[src/hw/rtl/qrs_pkg.sv]
`default_nettype none
package qrs_pkg;

  localparam int OUT_WIDTH = 33;

  typedef enum logic [1:0] {
    STATUS_REAL    = 2'd0,
    STATUS_COMPLEX = 2'd1,
    STATUS_DEGEN   = 2'd2
  } status_t;

endpackage
`default_nettype wire

[src/hw/rtl/qrs_disc.sv]
`default_nettype none
// Two stages: products, then discriminant and status.
module qrs_disc import qrs_pkg::*; #(
  parameter int CW = 16
) (
  input  wire logic                 clk,
  input  wire logic                 rst,
  input  wire logic                 en,
  input  wire logic                 in_valid,
  input  wire logic signed [CW-1:0] a_in,
  input  wire logic signed [CW-1:0] b_in,
  input  wire logic signed [CW-1:0] c_in,
  output logic                      out_valid,
  output logic [2*CW:0]             d_out,
  output status_t                   status_out,
  output logic signed [CW-1:0]      a_out,
  output logic signed [CW-1:0]      b_out
);

  localparam int DFW = 2 * CW + 3;

  logic                   v1;
  logic signed [CW-1:0]   a1;
  logic signed [CW-1:0]   b1;
  logic signed [2*CW-1:0] bb1;
  logic signed [2*CW-1:0] ac1;
  logic signed [DFW-1:0]  d_full;

  always_ff @(posedge clk) begin
    if (rst) begin
      v1 <= 1'b0;
    end else if (en) begin
      v1 <= in_valid;
    end
  end

  always_ff @(posedge clk) begin
    if (en) begin
      a1  <= a_in;
      b1  <= b_in;
      bb1 <= (2 * CW)'(b_in) * (2 * CW)'(b_in);
      ac1 <= (2 * CW)'(a_in) * (2 * CW)'(c_in);
    end
  end

  assign d_full = DFW'(bb1) - (DFW'(ac1) <<< 2);

  always_ff @(posedge clk) begin
    if (rst) begin
      out_valid <= 1'b0;
    end else if (en) begin
      out_valid <= v1;
    end
  end

  always_ff @(posedge clk) begin
    if (en) begin
      a_out <= a1;
      b_out <= b1;
      priority if (a1 == '0) begin
        status_out <= STATUS_DEGEN;
        d_out      <= '0;
      end else if (d_full[DFW-1]) begin
        status_out <= STATUS_COMPLEX;
        d_out      <= '0;
      end else begin
        status_out <= STATUS_REAL;
        d_out      <= d_full[2*CW:0];
      end
    end
  end

endmodule
`default_nettype wire

[config.mk]
export PLATFORM = sky130hd
export DESIGN_NAME = qrs_disc
export DESIGN_NICKNAME = d
export VERILOG_FILES = /design/src/hw/rtl/qrs_pkg.sv /design/src/hw/rtl/qrs_disc.sv
export SDC_FILE = /design/constraint.sdc
export NUM_CORES = 2
export LEC_CHECK = 0
export BUFFER_PORTS_ARGS = -buffer_cell sky130_fd_sc_hd__clkbuf_2
export CAP_MARGIN = 30
export CORE_MARGIN = 5
export CORE_UTILIZATION = 65
export DETAILED_ROUTE_END_ITERATION = 16
export PLACE_DENSITY = 0.82
export SLEW_MARGIN = 20
export SYNTH_ARGS = -nofsm -noshare
export SYNTH_HDL_FRONTEND = slang
export SYNTH_SLANG_ARGS = --single-unit
[constraint.sdc]
create_clock -name clk -period 8.2 [get_ports clk]
set_input_delay 0.41 -clock clk [delete_from_list [all_inputs] [get_ports clk]]
set_output_delay 0.41 -clock clk [all_outputs]
set_load 0.02 [all_outputs]
==> impl_metrics.ini <==
[clock_network]
clock_latency_ns = 0.45
ctsHtreeMaxLevel = 4
tritoncts = built
clockBufferDepth = 2
clk_pin_slew_ns = 0.07
cts_root_buf = clkbuf_16
numCtsBuffers = 17
clock_sinks = 162
post_cts_buffers = 0
cts-resized-gates = 0
hold_buffers = 0

[status]
status = finished clean

[route]
ant_nets = 0
drc = 0
routed_via_density = 5.58
vias = 17407
post_drt_wl_per_cell_um = 17.1
totalWireLength_um = 53300
first_pass_iters = 5
drtIter0Drc = 1094

[timing]
rsz0062_at_grt = false
timing.hold.ws_ns = 0.136
finalSetupTns_ns = 0
finalSetupViolations = 0
fin_crit_sh = 0.811
slew_headroom = 0.367
final_hold_viol_count = 0
skew_ns = 0.00993
worst_slack_ns = 1.55
worstMarginPinSlew_ns = 0.950
slew_violations = 0
fin_crit_ns = 6.65
max_freq_mhz = 150

[critical_path]
worst_setup_path_end_kind = flip-flop
critPathKind = input port to flip-flop
critPathLaunchType = input port
r2r_cells = 12
cp.required_ns = 8.40
r2r_start = bb1[2]$_DFFE_PP_
critPathMaxFanout = 21
cp_data_arrival_time_ns = 6.85
r2r_end = d_out[12]$_SDFFCE_PP0P_
reg2reg_setup_slack_ns = 4.67

[min_path]
whs_path_depth = 2
hold_end = v1$_SDFFE_PP0P_
hold_class = input port to flip-flop
worstHoldStart = rst

[finish]
num_antenna_cells = 0
finish.instance_area_sq_mm = 0.0271
final_nets = 3336
fillCellCount = 2855
drive_gt1_frac = 0.0719
synthToLayoutAreaGrowth_pct = 6.16

[yosys]
ys_warn_count = 0
postSynthAreaPerCell_sq_um = 10.2
async_flop_share = 0
ys_seq_area_frac = 0.190
syn_nets = 3262
synth_edf_count = 160
syn-cell-area_sq_mm = 0.0255
yosysUniqueCellTypes = 73
synth-seq-cells = 162
synth_ff_type = edfxtp_1
syn-instance-count = 2513

[floorplanning]
die_x_um = 208
die_area_sq_mm = 0.0433
die_h_um = 208
row_count = 72
start_util = 0.659
pin_count = 120
coreArea_sq_mm = 0.0387

[place]
place_hpwl_um = 43100
dp_slack_ns = 1.13
gp_congestion = 0.912
port_buffers = 118
dpl-instance-area_sq_mm = 0.0265

[global_routing]
grt_pass1_wl_um = 90800
overflow = 0
grt_max_degree = 97
grt.total_usage = 0.257
grt_pass1_vias = 19291
antenna_found_initial = 0

[flow_run]
maxCapViolCount = 0
how the worst max path moves through the flow:
stage | from | to | slack, ns | cells past startpoint
detailed placement | b_in[15] | bb1[31]$_DFFE_PP_ | 1.13 | 21
global route | b_in[15] | bb1[31]$_DFFE_PP_ | 1.21 | 21
finish | b_in[15] | bb1[31]$_DFFE_PP_ | 1.55 | 21
floorplan | b_in[15] | bb1[31]$_DFFE_PP_ | 1.72 | 21
global placement | b_in[15] | bb1[31]$_DFFE_PP_ | 1.30 | 21
CTS | b_in[15] | bb1[31]$_DFFE_PP_ | 1.56 | 21
worst max-delay path: stages:
cell and delay [ns]:
clkbuf_2 0.38, inv_1 0.08, buf_4 0.21, nor2_1 0.21, fa_1 0.60, fa_1 0.91, fa_1 0.54, fa_1 0.53
fa_1 0.50, inv_1 0.06, fa_1 0.48, inv_1 0.04, ha_1 0.32, nand2_1 0.12, nor2_1 0.08, and3_1 0.19
a211o_1 0.30, a221o_1 0.39, a31o_2 0.24, a21oi_1 0.16, xnor2_1 0.08
per-layer routing:
layer / vias to the layer above / share of wire / track usage
met4: 0 / 0.037 / 0.0960
met2: 607 / 0.51 / 0.449
met5: - / 0 / 0
met3: 153 / 0.065 / 0.0340
li1: 7835 / - / -
met1: 8812 / 0.39 / 0.332
cell usage in the layout, fill, tap and decap left out, types with 5 or more instances in the layout:
| cell type | Yosys | layout |
|---|---|---|
| a31o_2 | 6 | 6 |
| a21oi_1 | 65 | 65 |
| xnor2_1 | 68 | 68 |
| nand2_1 | 229 | 229 |
| nor3_1 | 17 | 17 |
| edfxtp_1 | 160 | 160 |
| clkbuf_2 | 0 | 117 |
| nor2b_1 | 8 | 8 |
| nand3_1 | 18 | 18 |
| a211oi_1 | 8 | 8 |
| and3_1 | 8 | 8 |
| nand4_1 | 6 | 6 |
| fa_1 | 497 | 497 |
| or2_2 | 5 | 5 |
| o31ai_1 | 5 | 5 |
| nor4_1 | 7 | 7 |
| o21bai_1 | 12 | 12 |
| nand2b_1 | 17 | 17 |
| buf_4 | 1 | 5 |
| xor2_1 | 28 | 28 |
| ha_1 | 200 | 200 |
| and2_1 | 170 | 170 |
| nor2_1 | 93 | 93 |
| a21o_1 | 26 | 26 |
| o21ai_0 | 45 | 45 |
| inv_1 | 644 | 644 |
| clkbuf_16 | 0 | 17 |
| o21a_1 | 12 | 12 |
cells by family (layout without fill, tap and decap cells):
logic type / count (synthesis) / count (layout) / synth area share
buf+inv: 712 / 799 / 0.106
fa+ha+maj: 697 / 697 / 0.488
simple gates: 601 / 601 / 0.116
compound gates: 240 / 240 / 0.0655
flops: 162 / 162 / 0.190
xor+xnor: 96 / 96 / 0.0329
mux: 4 / 4 / 0.00157
other cells: 1 / 1 / 0.000147
cells in the mapped netlist (8+ instances only):
library cell	instances	area [sq um]
ha_1	200	2500
xor2_1	28	245
fa_1	497	9950
nor2_1	93	349
a21o_1	26	195
and3_1	8	50.1
o21bai_1	12	90.1
nand2_1	229	860
edfxtp_1	160	4800
o21a_1	12	90.1
o21ai_0	45	225
nor3_1	17	85.1
a211oi_1	8	60.1
and2_1	170	1060
a21oi_1	65	325
inv_1	644	2420
nor2b_1	8	50.1
xnor2_1	68	596
nand3_1	18	90.1
clkbuf_1	63	236
nand2b_1	17	106
registers in the layout (all words and copies together) (netlist names):
name and count:
a1 16, a_out 16, ac1 32, b1 16
b_out 16, bb1 30, d_out 32, out_valid 1
status_out 2, v1 1
through the flow:
step / util / instances
global placement: 0.685 / 3086
detailed placement: 0.685 / 3086
global route: 0.699 / 3118
CTS: 0.699 / 3118
floorplan: - / 2513
finish: 0.699 / 3118
layout make-up:
class,instances,area [sq um],share of cell area
multi-input combinational,1639,18000,0.663
sequential,162,4840,0.179
inverter,644,2420,0.0892
tap,518,648,0.0239
timing repair buffer,123,634,0.0234
clock buffer,17,425,0.0157
clock inverter,15,146,0.00540
Power is left out: the tool's default activity adds up to more than one toggle a clock period on the data nets, which glitch-free logic cannot reach.
